===== config.mk =====
export PLATFORM = sky130hd
export DESIGN_NAME = afcc_back
export DESIGN_NICKNAME = d
export VERILOG_FILES = /design/src/rtl/afcc_pkg.sv /design/src/rtl/afcc_back.sv
export SDC_FILE = /design/constraint.sdc
export NUM_CORES = 1
export LEC_CHECK = 0
export CAP_MARGIN = 0
export CORE_ASPECT_RATIO = 0.5
export CORE_MARGIN = 1
export CORE_UTILIZATION = 45
export CTS_BUF_LIST = sky130_fd_sc_hd__clkbuf_8
export DETAILED_ROUTE_END_ITERATION = 10
export DONT_BUFFER_PORTS = 1
export PLACE_DENSITY = 0.61
export SLEW_MARGIN = 10
export SYNTH_ARGS = -nofsm -noshare
export SYNTH_HDL_FRONTEND = slang
export SYNTH_SLANG_ARGS = --single-unit
export TNS_END_PERCENT = 50

===== constraint.sdc =====
create_clock -name clk -period 10.1 [get_ports clk]
set_input_delay 1.515 -clock clk [delete_from_list [all_inputs] [get_ports clk]]
set_output_delay 1.515 -clock clk [all_outputs]
set_load 0.02 [all_outputs]

===== src/rtl/afcc_pkg.sv =====
// ----------------------------------------------------------------------------
// afcc_pkg
// types, constants and the crc byte update shared by the frame checker
// ----------------------------------------------------------------------------
`timescale 1ns / 1ps

package afcc_pkg;

  localparam int POS_W       = 4;
  localparam int CRC_BYTES   = 9;
  localparam int LAST_POS    = 11;
  localparam int QDEPTH      = 2;
  localparam int QPTR_W      = $clog2(QDEPTH);
  localparam int QCNT_W      = QPTR_W + 1;

  localparam logic [15:0] CRC_POLY_RESET = 16'h1021;
  localparam logic [15:0] CRC_SEED_RESET = 16'hFFFF;

  typedef enum logic {
    REG_CRC_POLYNOMIAL = 1'b0,
    REG_CRC_SEED       = 1'b1
  } cfg_reg_t;

  typedef enum logic [1:0] {
    OP_FOLD  = 2'd0,
    OP_RXCRC = 2'd1,
    OP_CLOSE = 2'd2
  } op_t;

  typedef struct packed {
    logic       frame_start;
    logic [7:0] data_byte;
  } byte_item_t;

  typedef struct packed {
    logic        [23:0] status_word;
    logic signed [23:0] primary_sample;
    logic signed [23:0] secondary_sample;
    logic               crc_good;
    logic        [15:0] computed_crc;
  } frame_result_t;

  typedef struct packed {
    op_t        op;
    logic       frame_first;
    logic [1:0] word_sel;
    logic [7:0] data_byte;
  } entry_t;

  typedef struct packed {
    logic full;
    logic empty;
  } q_stat_t;

  function automatic logic [15:0] crc_fold(input logic [15:0] crc,
                                           input logic [7:0]  data,
                                           input logic [15:0] poly);
    logic [15:0] c;
    logic        fb;
    c = crc;
    for (int i = 7; i >= 0; i--) begin
      fb = data[i] ^ c[15];
      c  = {c[14:0], 1'b0};
      if (fb) begin
        c = c ^ poly;
      end
    end
    return c;
  endfunction

  function automatic logic [1:0] word_of(input logic [POS_W-1:0] pos);
    logic [1:0] w;
    case (pos) inside
      [4'd0:4'd2]: w = 2'd0;
      [4'd3:4'd5]: w = 2'd1;
      [4'd6:4'd8]: w = 2'd2;
      default:     w = 2'd0;
    endcase
    return w;
  endfunction

endpackage


===== src/rtl/afcc_back.sv =====
// ----------------------------------------------------------------------------
// afcc_back
// execution: crc update, word assembly, verdict and result register
// ----------------------------------------------------------------------------
`timescale 1ns / 1ps

module afcc_back (
  input  logic                   clk,
  input  logic                   rst,
  input  logic [15:0]            crc_polynomial,
  input  logic [15:0]            crc_seed,
  input  afcc_pkg::entry_t       head,
  input  afcc_pkg::q_stat_t      q_stat,
  output logic                   pop,
  output logic                   frame_valid,
  input  logic                   frame_ready,
  output afcc_pkg::frame_result_t frame_result
);
  import afcc_pkg::*;

  logic [15:0] crc_reg;
  logic [15:0] crc_base;
  logic [23:0] words [3];
  logic [15:0] rx_crc;
  logic [23:0] kept_primary;
  logic [23:0] kept_secondary;
  logic        good;
  logic        do_close;

  assign pop = !q_stat.empty &&
               ((head.op != OP_CLOSE) || !frame_valid || frame_ready);
  assign do_close = pop && (head.op == OP_CLOSE);
  assign crc_base = head.frame_first ? crc_seed : crc_reg;
  assign good     = (crc_reg == rx_crc);

  always_ff @(posedge clk) begin
    if (rst) begin
      crc_reg        <= CRC_SEED_RESET;
      kept_primary   <= '0;
      kept_secondary <= '0;
    end else if (pop) begin
      unique case (head.op)
        OP_FOLD: begin
          crc_reg <= crc_fold(crc_base, head.data_byte, crc_polynomial);
        end
        OP_RXCRC: begin
        end
        OP_CLOSE: begin
          if (good) begin
            kept_primary   <= words[1];
            kept_secondary <= words[2];
          end
        end
        default: begin
        end
      endcase
    end
  end

  always_ff @(posedge clk) begin
    if (pop) begin
      unique case (head.op)
        OP_FOLD: begin
          case (head.word_sel)
            2'd0:    words[0] <= {words[0][15:0], head.data_byte};
            2'd1:    words[1] <= {words[1][15:0], head.data_byte};
            2'd2:    words[2] <= {words[2][15:0], head.data_byte};
            default: words[0] <= {words[0][15:0], head.data_byte};
          endcase
        end
        OP_RXCRC: begin
          rx_crc <= {rx_crc[7:0], head.data_byte};
        end
        OP_CLOSE: begin
          frame_result.status_word      <= words[0];
          frame_result.primary_sample   <= good ? words[1] : kept_primary;
          frame_result.secondary_sample <= good ? words[2] : kept_secondary;
          frame_result.crc_good         <= good;
          frame_result.computed_crc     <= crc_reg;
        end
        default: begin
        end
      endcase
    end
  end

  always_ff @(posedge clk) begin
    if (rst) begin
      frame_valid <= 1'b0;
    end else if (do_close) begin
      frame_valid <= 1'b1;
    end else if (frame_ready) begin
      frame_valid <= 1'b0;
    end
  end

endmodule


# Word-level counts from Yosys, hierarchy flattened
# Memory sizes are Yosys's and may differ from the RTL's.
# Index checks and enable logic that the tools add are counted.
dict set report word_totals {
  regBits 170
  ram_bits 72
  inputBits 50
  word_cells 106
  memories 1
}
# name words word_bits rd rd_clocked_by_memory_dff write_ports line
set mem_list {}
lappend mem_list {words 3 24 3 0 1 afcc_back.sv:23} ;# logic [23:0] words [3];
dict set report op_classes {
  eq_ne 6
  mux 57
  bitwise 17
  n_reduce_logical 15
}
# operator count
set op_table {}
lappend op_table {{$mux W16} 30}
lappend op_table {{$xor A16 B16 Y16} 8}
lappend op_table {{$mux W24} 5}
lappend op_table {{$reduce_or A24 Y1} 2}
lappend op_table {{$mux W1} 20}
lappend op_table {{$eq A16 B16 Y1} 1}
lappend op_table {{$xor A1 B1 Y1} 8}
lappend op_table {{$reduce_and A2 Y1} 3}
lappend op_table {{$eq A2 B1 Y1 const B} 2}
lappend op_table {{$eq A2 B2 Y1 const B} 2}
lappend op_table {{$logic_not A2 Y1} 2}
lappend op_table {{$mux W2} 2}
lappend op_table {{$reduce_or A3 Y1} 1}
lappend op_table {{$logic_and A1 B1 Y1} 2}
lappend op_table {{$logic_not A1 Y1} 2}
lappend op_table {{$logic_or A1 B1 Y1} 2}
lappend op_table {{$ne A2 B2 Y1 const B} 1}
lappend op_table {{$reduce_bool A2 Y1} 1}
lappend op_table {{$or A1 B1 Y1} 1}

# Longest topological paths before layout
# Gate-level depths: netlist of run 1.
dict set report logic_depth {
  ltp_word 38
  mapped_depth 18
  mapped_depth_nobuf 14
}

# Worst setup path after synthesis of run 1
# No wires, ideal clock.
dict set report synth_path {
  path_type {input to register}
  from {input port head[11] (netlist name)}
  to {register kept_primary[15], read port of words}
  setup_ns 0.128
  arrival_ns 5.574
  slack_ns 4.398
  path_stages 7
  path_cell_list {inv_1 -> a31oi_1 -> and3_1 -> clkbuf_1 -> buf_1 -> mux2i_1 -> nor2_1}
}
dict set report synth_between {
  elab_chain_cells 5
  elab_cells_between_ends 6
}
# element line
set synth_rtl {}
lappend synth_rtl {{start: declaration} afcc_back.sv:12} ;# input afcc_pkg::entry_t head,
lappend synth_rtl {{$ne A2 B2 Y1} afcc_back.sv:31} ;# ((head.op != OP_CLOSE) || !frame_valid || frame_ready);
lappend synth_rtl {{$logic_or A1 B1 Y1 (2 in a row)} afcc_back.sv:31}
lappend synth_rtl {{$logic_and A1 B1 Y1} afcc_back.sv:30} ;# assign pop = !q_stat.empty &&
lappend synth_rtl {{net pop} afcc_back.sv:14} ;# output logic pop,
lappend synth_rtl {{$reduce_and A2 Y1 (no line)} -}
lappend synth_rtl {{end: declaration} afcc_back.sv:25} ;# logic [23:0] kept_primary;
# The timed path passes the listed nets, and every way through them passes these cells.
# A chain may end at the register's enable or synchronous reset.

# Worst setup path in the final report of run 1
dict set report layout_path {
  from {input port head[10] (netlist name)}
  to {register crc_reg[15]}
}
dict set report layout_between {
  elab_chain_cells 38
  elab_cells_between_ends 46
}
# element line
set layout_rtl {}
lappend layout_rtl {{$mux W16 (*)} afcc_back.sv:33} ;# assign crc_base = head.frame_first ? crc_seed : crc_reg;
lappend layout_rtl {{$xor A16 B16 Y16 or $xor A1 B1 Y1 (tied branches)} {afcc_pkg.sv:65, afcc_pkg.sv:62}}
lappend layout_rtl {{$mux W16 (*)} afcc_pkg.sv:64} ;# if (fb) begin
lappend layout_rtl {{$mux W16 (*)} afcc_back.sv:42} ;# unique case (head.op)
lappend layout_rtl {{$mux W16 (*)} afcc_back.sv:41} ;# end else if (pop) begin
lappend layout_rtl {{$mux W16 (*)} afcc_back.sv:37} ;# if (rst) begin
lappend layout_rtl {{$xor A16 B16 Y16 or $xor A1 B1 Y1 (tied branches)} {afcc_pkg.sv:65, afcc_pkg.sv:62}}
lappend layout_rtl {{$mux W16 (*)} afcc_pkg.sv:64}
lappend layout_rtl {{[22 not listed]} -}
lappend layout_rtl {{$mux W16 (*)} afcc_back.sv:37}
lappend layout_rtl {{$xor A16 B16 Y16 or $xor A1 B1 Y1 (tied branches)} {afcc_pkg.sv:65, afcc_pkg.sv:62}}
lappend layout_rtl {{$mux W16 (*)} afcc_pkg.sv:64}
lappend layout_rtl {{$mux W16 (*)} afcc_back.sv:42}
lappend layout_rtl {{$mux W16 (*)} afcc_back.sv:41}
lappend layout_rtl {{$mux W16 (*)} afcc_back.sv:37}
lappend layout_rtl {{$xor A16 B16 Y16 or $xor A1 B1 Y1 (tied branches)} {afcc_pkg.sv:65, afcc_pkg.sv:62}}
lappend layout_rtl {{$mux W16 (*)} afcc_pkg.sv:64}
lappend layout_rtl {{end signal: assignment} afcc_back.sv:44} ;# crc_reg <= crc_fold(crc_base, head.data_byte, crc_polynomial);
lappend layout_rtl {{end: declaration} afcc_back.sv:21} ;# logic [15:0] crc_reg;
# Every way passes the cells marked *; elsewhere a longest branch is shown, timed or not. The select of a mux whose other input is x is not followed.

==> run_results.csv, run 1 <==
group,metric,value,unit
clocking,cts_buffer_depth,3,
layout,finalNonFillerCells,1285,
worst_setup_path,critPathArrivalTime,6210,ps
clocking,cts_resized,0,
clocking,post_cts_buffers,0,
timing,setup_violations,0,
synthesis,synth_cell_types,69,
global_routing,antenna_found_initial,1,
layout,top_register,"frame_result",
route,vias,7041,
layout,fillers,2163,
power_and_ir_drop,peakVddDrop,156.7,µV
clocking,tritoncts,"done",
placed_design,dp_cells,1215,
clocking,clock_tree.root_cell,"clkbuf_8",
worst_setup_path,r2r_start,"crc_reg[15]",
power_and_ir_drop,combPwrFrac,42.5,%
clocking,clock-sinks,242,
synthesis,avgSynthCellArea,12.32,µm²
floorplan,die-area,26060,µm²
global_routing,gr-usage-all-layers,19.68,%
min_path,min_from,"words[0][16]",
power_and_ir_drop,p_int,2.226,mW
clocking,path_clk_slew,70,ps
clocking,htree_num_levels,2,
synthesis,synth_top_flop_cell,"edfxtp_1",
placed_design,gp_congestion,0.8364,
min_path,hold_path.class,"register to register",
layout,layout-drive-gt1-share,16.33,%
worst_setup_path,cp-startpoint,"head[10]",
timing,fin_crit,5788,ps
placed_design,dp_hpwl,16730,µm
clocking,ctsHoldBuffers,0,
synthesis,async_reset_ff_share,0,%
synthesis,syn-num-nets,977,
route,wl_per_cell,19.85,µm
timing,slew_headroom,28.49,%
route,drc,0,
layout,syn_to_final_growth,9.400,%
layout,reg.largest.list,"frame_result (89), words (72)",
global_routing,grt_max_degree,67,
synthesis,synth_area,11420,µm²
worst_setup_path,critPathCaptureType,"register",
timing,max_freq,172.8,MHz
outcome,status,"finished, final reports clean",
timing,rsz0062_at_grt,"no",
power_and_ir_drop,sw_frac_of_total,36.38,%
synthesis,yosysWarnings,0,
floorplan,core_area,24420,µm²
floorplan,die_x,227.3,µm
synthesis,synth_edf_count,177,
floorplan,die_h,114.7,µm
power_and_ir_drop,p_sw,1.273,mW
power_and_ir_drop,cellPowerDensity,280.1,nW/µm²
route,ant_nets,0,
synthesis,synth.yosys.seq_area_share,57.93,%
floorplan,rows,40,
clocking,insertion_delay,510,ps
placed_design,port_buffers,0,
power_and_ir_drop,power_frac_seq,33.2,%
route,firstDrtPassIters,5,
synthesis,ys_ff_latch,242,
layout,layout_common_cells,"edfxtp_1 (177), nand2_1 (87), nor2_1 (81)",
global_routing,grt_pass1_vias,6706,
worst_setup_path,crit_required,10530,ps
timing,skew,17.56,ps
synthesis,syn_inst,927,
route,via_per_inst,5.479,
layout,n_antenna_cell,0,
worst_setup_path,crit_type,"input pin to register",
timing,final.setup.tns,0,ps
route,drtIter0Drc,684,
worst_setup_path,worstSetupStartpointType,"input pin",
floorplan,initial_core_util,46.76,%
global_routing,grt_pass1_wl,39070,µm
timing,fin_crit_sh,57.31,%
layout,final_nets,969,
timing,tightest_slew,1069,ps
layout,final_common_cell,"edfxtp_1",
global_routing,grt-ovfl-total,0,
worst_setup_path,reg2reg_slack,4920,ps
timing,drv_slew,0,
power_and_ir_drop,clkPwrFrac,24.3,%
flow_run,max_cap_violations,0,
floorplan,pin_count,141,
layout,largest_register_ffs,89,
power_and_ir_drop,leakagePower,4.478,nW
timing,hold_viol,0,
route,routed_wl,25500,µm
clocking,cts_buffers,38,
worst_setup_path,worstPathMaxFanout,16,
-- routing by layer --
layer | track usage [%] | share of wire, % | vias up
li1 | - | - | 3347
met5 | 0 | 0 | -
met3 | 3.131 | 4.5 | 42
met4 | 5.414 | 1.6 | 0
met1 | 26.99 | 45 | 3438
met2 | 32.46 | 49 | 214
-- synth_stat cells, types with 14 or more instances --
library cell	number	area, µm²
nor2_1	82	307.8
inv_1	14	52.55
clkbuf_1	38	142.6
a21oi_1	15	75.07
xor2_1	15	131.4
and3_1	17	106.4
dfxtp_1	65	1301
nand2_1	87	326.6
nor3_1	50	250.2
edfxtp_1	177	5315
mux2i_1	64	640.6
xnor2_1	77	674.4
mux2_2	50	563.0
-- worst max-delay path: stages --
cell and delay [ps]:
mux2i_4 250, xor2_1 860, a211oi_1 110, a31oi_1 280
nand2_1 110, xnor3_1 840, a21boi_2 220, nor2_1 710
o211ai_1 230, and3_1 230, a211o_1 300, xnor2_1 160
and3_1 190, nor3_1 180
-- through the flow --
stage | utilization [%] | power, mW | hold slack, ps | setup slack (ps) | instance area [µm²]
2_1_floorplan | - | 2.402 | 400.3 | 4398 | 11420
6_report | 51.16 | 3.499 | 423.1 | 4312 | 12490
3_3_place_gp | 47.79 | 2.616 | 404.3 | 3929 | 11670
4_1_cts | 51.13 | 3.512 | 422.7 | 4426 | 12490
3_5_place_dp | 47.79 | 2.650 | 406.5 | 3887 | 11670
5_1_grt | 51.16 | 3.698 | 428.9 | 3967 | 12490
-- kinds of logic after synthesis --
logic type | Yosys count | share of synthesized area [%]
compound gates | 96 | 6.497
xor+xnor | 103 | 9.126
mux | 117 | 11.06
buf+inv | 74 | 2.947
simple gates | 295 | 12.43
flops | 242 | 57.93
-- cell type report --
cell class,instances,area (µm²),share of cell area (%)
flip-flops and latches,242,6616,52.95
multi-input cells,611,4503,36.04
clock inverters,21,141.4,1.132
repair buffers,11,82.58,0.6609
inverters,15,56.30,0.4506
well taps,336,420.4,3.365
clock buffers,49,674.4,5.398
-- power by group through the flow --
stage / sequential [mW] / combinational [mW] / clock [mW]
finish: 1.16 / 1.49 / 0.851
global route: 1.17 / 1.61 / 0.920
CTS: 1.16 / 1.47 / 0.877
detailed placement: 1.19 / 1.46 / 0
global placement: 1.18 / 1.43 / 0
floorplan: 1.16 / 1.24 / 0
-- path summary, 6_finish.rpt --
kind | to | depth (start not counted)
setup / recovery | crc_reg[15] | 14
hold / removal | frame_result[81] | 0
setup reg to reg | crc_reg[15] | 14
hold reg to reg | frame_result[81] | 0
No activity file was read; power rests on OpenSTA's default activity.
==> inputs of run 2 (changes only) <==
Settings changed: PLACE_DENSITY 0.61 to 0.63.
Clock period 10.1 ns to 4.9 ns, I/O delays scaled along.
==> run 2 against run 1 <==
Effect of this change:
- first-iteration DRC count decreased by 11%
- global-route usage fell by 0.28 points
- register-to-register slack worse by 4500 ps
- critical path depth up 1
- cell count is 0.54% higher
- setup slack got worse by 3900 ps
- sequential cell count is the same
- worst hold slack got worse by 99 ps
- critical endpoint is now crc_reg[6]
- largest power group unchanged
==> run_results.csv, run 2 (same netlist as run 1, synthesis figures left out) <==
group,metric,value,unit
clocking,post_cts_buffers,0,
power_and_ir_drop,power_frac_seq,33.5,%
worst_setup_path,critPathArrivalTime,4940,ps
worst_setup_path,crit_type,"register to register",
outcome,status,"finished, final reports clean",
route,ant_nets,0,
placed_design,dp_hpwl,16990,µm
layout,syn_to_final_growth,9.312,%
timing,drv_slew,0,
clocking,htree_num_levels,2,
route,via_per_inst,5.460,
placed_design,placed_cell_area,11770,µm²
global_routing,grt_pass1_vias,6832,
floorplan,pin_count,141,
global_routing,grt_max_degree,67,
layout,layout_common_cells,"edfxtp_1 (177), nand2_1 (87), nor2_1 (81)",
timing,timing.final.ws_setup,375.9,ps
timing,setup_violations,0,
layout,final_nets,979,
worst_setup_path,cpMostUsedCell,"nand2_1",
timing,skew,14.69,ps
timing,tightest_slew,1140,ps
worst_setup_path,worstSetupStartpointType,"register",
power_and_ir_drop,combPwrFrac,44.4,%
floorplan,initial_core_util,46.76,%
clocking,path_clk_slew,60,ps
clocking,ctsHoldBuffers,0,
clocking,clock-sinks,242,
power_and_ir_drop,peakVddDrop,237.4,µV
power_and_ir_drop,cellPowerDensity,570.8,nW/µm²
timing,final.setup.tns,0,ps
floorplan,rows,40,
clocking,cts_buffers,37,
floorplan,die-area,26060,µm²
layout,finalNonFillerCells,1292,
floorplan,core_area,24420,µm²
worst_setup_path,cp-startpoint,"crc_reg[15]",
layout,reg.largest.list,"frame_result (89), words (72)",
route,firstDrtPassIters,5,
global_routing,grt_pass1_wl,38990,µm
clocking,cts_resized,0,
layout,layout-drive-gt1-share,16.63,%
flow_run,max_cap_violations,0,
clocking,tritoncts,"done",
clocking,clock_tree.root_cell,"clkbuf_8",
worst_setup_path,cp_cell_sequence,"mux2i_4 -> xor2_1 -> buf_4 -> a211oi_1 -> a31oi_1 -> nand2_1 -> xor3_1 -> nor3_2 -> nor3_1 -> o21ai_0 -> a21oi_1 -> nor2_1 -> nand2_1 -> xnor3_1 -> o21ai_1",
power_and_ir_drop,sw_frac_of_total,36.48,%
timing,max_freq,221.0,MHz
power_and_ir_drop,leakagePower,4.481,nW
worst_setup_path,critPathCaptureType,"register",
layout,register_area,6616,µm²
layout,largest_register_ffs,89,
power_and_ir_drop,clkPwrFrac,22.1,%
power_and_ir_drop,p_int,4.527,mW
placed_design,dp_cells,1226,
min_path,min_from,"rst",
floorplan,die_x,227.3,µm
global_routing,gr-usage-all-layers,19.40,%
layout,top_register,"frame_result",
worst_setup_path,slowest_delay,890,ps
layout,fillers,2140,
route,routed_wl,25220,µm
route,drc,0,
timing,fin_crit_sh,92.33,%
placed_design,place_ws,32.77,ps
timing,fin_crit,4524,ps
worst_setup_path,worstPathMaxFanout,11,
layout,final_common_cell,"edfxtp_1",
route,wl_per_cell,19.52,µm
layout,design_area,12480,µm²
placed_design,gp_congestion,0.8621,
route,vias,7054,
worst_setup_path,crit_slowest_cell,"a21oi_1",
global_routing,antenna_found_initial,0,
route,drtIter0Drc,612,
clocking,cts_buffer_depth,3,
timing,hold_viol,0,
clocking,insertion_delay,500,ps
global_routing,grt-ovfl-total,0,
worst_setup_path,crit_required,5320,ps
placed_design,port_buffers,0,
power_and_ir_drop,p_sw,2.600,mW
timing,slew_headroom,23.99,%
min_path,hold_path.class,"input pin to register",
layout,n_antenna_cell,0,
timing,rsz0062_at_grt,"no",
layout,multi_input_area,4503,µm²
worst_setup_path,r2r_start,"crc_reg[15]",
floorplan,die_h,114.7,µm
-- run 2: cell types whose count changed in the layout (fill, tap and decap cells not counted) --
cell / delta
buf_4: +10
clkinv_4: -1
clkinv_1: +3
clkinv_2: +1
clkbuf_8: -6
buf_12: +1
bufinv_16: -1
-- run 2: layout make-up --
type	count	share of cell area (%)
timing repair buffer	22	1.423
tap	336	3.367
inverter	15	0.4510
multi-input combinational	611	36.07
clock inverter	23	0.9521
sequential	242	53.00
clock buffer	43	4.740
-- run 2: routing by layer --
metal  vias to the layer above  global-route usage [%]  share of wire [%]
li1                       3365                       -                  -
met1                      3457                   25.83                 44
met2                       185                   32.89                 50
met3                        47                   3.079                4.6
met4                         0                   5.503                2.1
met5                         -                       0                  0
-- run 2: critical path: cells and delay by family (launching register included) --
| kind | cells | cell delay [ps] |
|---|---|---|
| multiplexers | 1 | 230 |
| XOR/XNOR | 3 | 1160 |
| flip-flops | 1 | 400 |
| buffers and inverters | 1 | 240 |
| AO/OA/AOI/OAI | 5 | 1490 |
| AND/OR/NAND/NOR | 5 | 900 |
-- run 2: power groups by stage --
stage               Clock, mW  Sequential [mW]  Combinational [mW]
finish                   1.58             2.39                3.16
global route             1.71             2.40                3.43
CTS                      1.62             2.39                3.15
detailed placement          0             2.44                3.13
global placement            0             2.43                3.06
floorplan                   0             2.40                2.56
-- run 2: metrics by stage --
| step | util [%] | power (mW) | hold WS, ps |
|---|---|---|---|
| after detailed placement | 48.18 | 5.569 | 407.2 |
| after floorplan | - | 4.952 | 400.3 |
| after global placement | 48.18 | 5.495 | 403.6 |
| after CTS | 51.09 | 7.155 | 295.2 |
| after global routing | 51.12 | 7.535 | 287.5 |
| final | 51.12 | 7.127 | 324.1 |
-- run 2: path summary, 6_finish.rpt --
check / endpoint / slack [ps] / cells past startpoint
max: crc_reg[6] / 380 / 15
min: frame_valid / 320 / 1
max reg2reg: crc_reg[6] / 380 / 15
min reg2reg: frame_result[83] / 420 / 0
==> inputs of run 3 (changes only) <==
Settings changed: ABC_AREA set to 1.
==> run 3 against run 2 <==
Effect of this change:
- combinational power down 58%
- fmax grew 12%
- sequential cell count did not move
- non-clock buffer count shrank 10
- largest power group is now sequential cells
- highest routed layer unchanged
==> run_results.csv, run 3 <==
group,metric,value,unit
synthesis,syn_inst,1266,
floorplan,die_x,228.7,µm
synthesis,yosysWarnings,0,
worst_setup_path,crit_required,5340,ps
synthesis,netlist.area_leader.share,45.96,%
timing,fin_crit_sh,82.28,%
flow_run,max_cap_violations,0,
worst_setup_path,worstPathMaxFanout,18,
power_and_ir_drop,cellPowerDensity,420.8,nW/µm²
layout,layout-drive-gt1-share,9.027,%
clocking,htree_num_levels,2,
floorplan,die_h,115.4,µm
synthesis,ys_ff_latch,242,
worst_setup_path,r2r_start,"crc_reg[15]",
floorplan,rows,41,
placed_design,dp_hpwl,17590,µm
timing,tightest_slew,1202,ps
clocking,post_cts_buffers,0,
floorplan,die-area,26380,µm²
worst_setup_path,cpMostUsedCell,"nand2_1",
synthesis,syn-num-nets,1316,
clocking,cts_buffers,37,
layout,final_nets,1308,
floorplan,initial_core_util,45.82,%
timing,timing.final.ws_setup,868.1,ps
clocking,path_clk_slew,60,ps
timing,max_freq,248.0,MHz
min_path,min_from,"head[6]",
synthesis,synth_edf_count,177,
route,routed_wl,26110,µm
worst_setup_path,critPathCaptureType,"register",
worst_setup_path,crit_slowest_cell,"dfxtp_1",
worst_setup_path,cp_num_buf_inv,2,
power_and_ir_drop,peakVddDrop,178.3,µV
timing,drv_slew,0,
placed_design,gp_congestion,0.8267,
global_routing,grtUsageMet3,3.274,%
floorplan,pin_count,141,
worst_setup_path,crit_family,"simple AND/OR/NAND/NOR gates",
timing,slew_headroom,19.54,%
route,firstDrtPassIters,5,
power_and_ir_drop,leakagePower,5.390,nW
clocking,ctsHoldBuffers,0,
timing,rsz0062_at_grt,"no",
route,ant_nets,0,
global_routing,gr-usage-all-layers,19.70,%
layout,n_antenna_cell,0,
timing,setup_violations,0,
route,via_per_inst,5.017,
global_routing,grtUsageMet1,25.15,%
synthesis,synth_top_area_cell,"edfxtp_1",
route,vias,8172,
global_routing,grt-ovfl-total,0,
synthesis,synth_most_common_cell,"nand2_1",
timing,hold_viol,0,
worst_setup_path,slowest_delay,460,ps
layout,final_common_cell,"nand2_1",
synthesis,synthTopCellsByCount,"nand2_1 (302), inv_1 (189), edfxtp_1 (177)",
outcome,status,"finished, final reports clean",
placed_design,port_buffers,0,
layout,layout_common_cells,"nand2_1 (301), inv_1 (208), edfxtp_1 (177)",
clocking,cts_resized,0,
min_path,hold_path.class,"input pin to register",
synthesis,synthTopCellsByArea,"edfxtp_1 (46%), dfxtp_1 (11%), nand2_1 (9.8%), inv_1 (6.1%), o21ai_0 (4.5%)",
clocking,insertion_delay,520,ps
synthesis,synth_cell_types,37,
worst_setup_path,cp-startpoint,"crc_reg[15]",
worst_setup_path,worstSetupStartpointType,"register",
layout,finalNonFillerCells,1629,
clocking,tritoncts,"done",
worst_setup_path,critPathArrivalTime,4480,ps
clocking,clock-sinks,242,
synthesis,avgSynthCellArea,9.135,µm²
route,drtIter0Drc,599,
route,drc,0,
global_routing,grt_pass1_vias,7610,
layout,largest_register_ffs,89,
global_routing,antenna_found_initial,0,
global_routing,busiest_layer,"met2",
synthesis,synth_area,11560,µm²
timing,holdWs,309.0,ps
global_routing,met2_usage,34.71,%
layout,reg.largest.list,"frame_result (89), words (72)",
layout,syn_to_final_growth,8.396,%
global_routing,grt_pass1_wl,40640,µm
placed_design,place_ws,524.6,ps
global_routing,grt_max_degree,98,
synthesis,synth_top_flop_cell,"edfxtp_1",
clocking,cts_buffer_depth,3,
placed_design,dp_cells,1563,
clocking,clock_tree.root_cell,"clkbuf_8",
route,wl_per_cell,16.03,µm
synthesis,async_reset_ff_share,0,%
power_and_ir_drop,power,5.275,mW
floorplan,core_area,25240,µm²
timing,final.setup.tns,0,ps
worst_setup_path,crit_type,"register to register",
timing,fin_crit,4032,ps
timing,skew,24.52,ps
layout,top_register,"frame_result",
synthesis,synth.yosys.seq_area_share,57.21,%
[run 3: cell types whose count changed after synthesis, sizes merged, moves of 57 or more]
cell | previous run | this run
nand3 | 11 | 111
nor3 | 59 | 2
nand2 | 88 | 322
inv | 14 | 200
o21ai | 17 | 106
mux2i | 66 | 5
[run 3: final cells by class]
class | count | area (µm²)
well taps | 344 | 430.4
repair buffers | 12 | 90.09
flip-flops and latches | 242 | 6616
fillers | 2321 | 12700
inverters | 203 | 767.0
clock inverters | 25 | 152.6
clock buffers | 41 | 564.3
multi-input cells | 762 | 3915
[run 3: final timing paths]
kind | end | slack, ps | cells after the start
max | crc_reg[2] | 870 | 26
max reg2reg | crc_reg[2] | 870 | 26
min | words[1][6] | 310 | 0
min reg2reg | frame_result[83] | 410 | 0
[run 3: through the flow]
| stage | utilization, % | area, µm² |
|---|---|---|
| after floorplan | - | 11560 |
| after global placement | 46.83 | 11820 |
| after detailed placement | 46.83 | 11820 |
| after CTS | 49.67 | 12540 |
| after global routing | 49.67 | 12540 |
| final | 49.67 | 12540 |
[run 3: cell families after synthesis]
family | Yosys count | share of synthesized area, %
buffers and inverters | 262 | 9.131
xor gates and xnor gates | 78 | 5.907
AOI/OAI and AO/OA | 175 | 7.638
muxes | 5 | 0.4328
DFF | 242 | 57.21
and+or+nand+nor | 504 | 19.68
[run 3: power by group]
part / total, mW / switching, mW / internal (mW) / leakage (nW)
Combinational: 1.34 / 0.865 / 0.478 / 2.81
Sequential: 2.31 / 0.0549 / 2.26 / 2.15
Clock: 1.62 / 0.748 / 0.873 / 0.440
Total: 5.28 / 1.67 / 3.61 / 5.39
[run 3: routing by layer]
metal | share of wire [%] | routed length [µm]
met5 | 0 | 0
met2 | 49 | 12850
met4 | 1.9 | 486
met1 | 44 | 11570
met3 | 4.6 | 1203
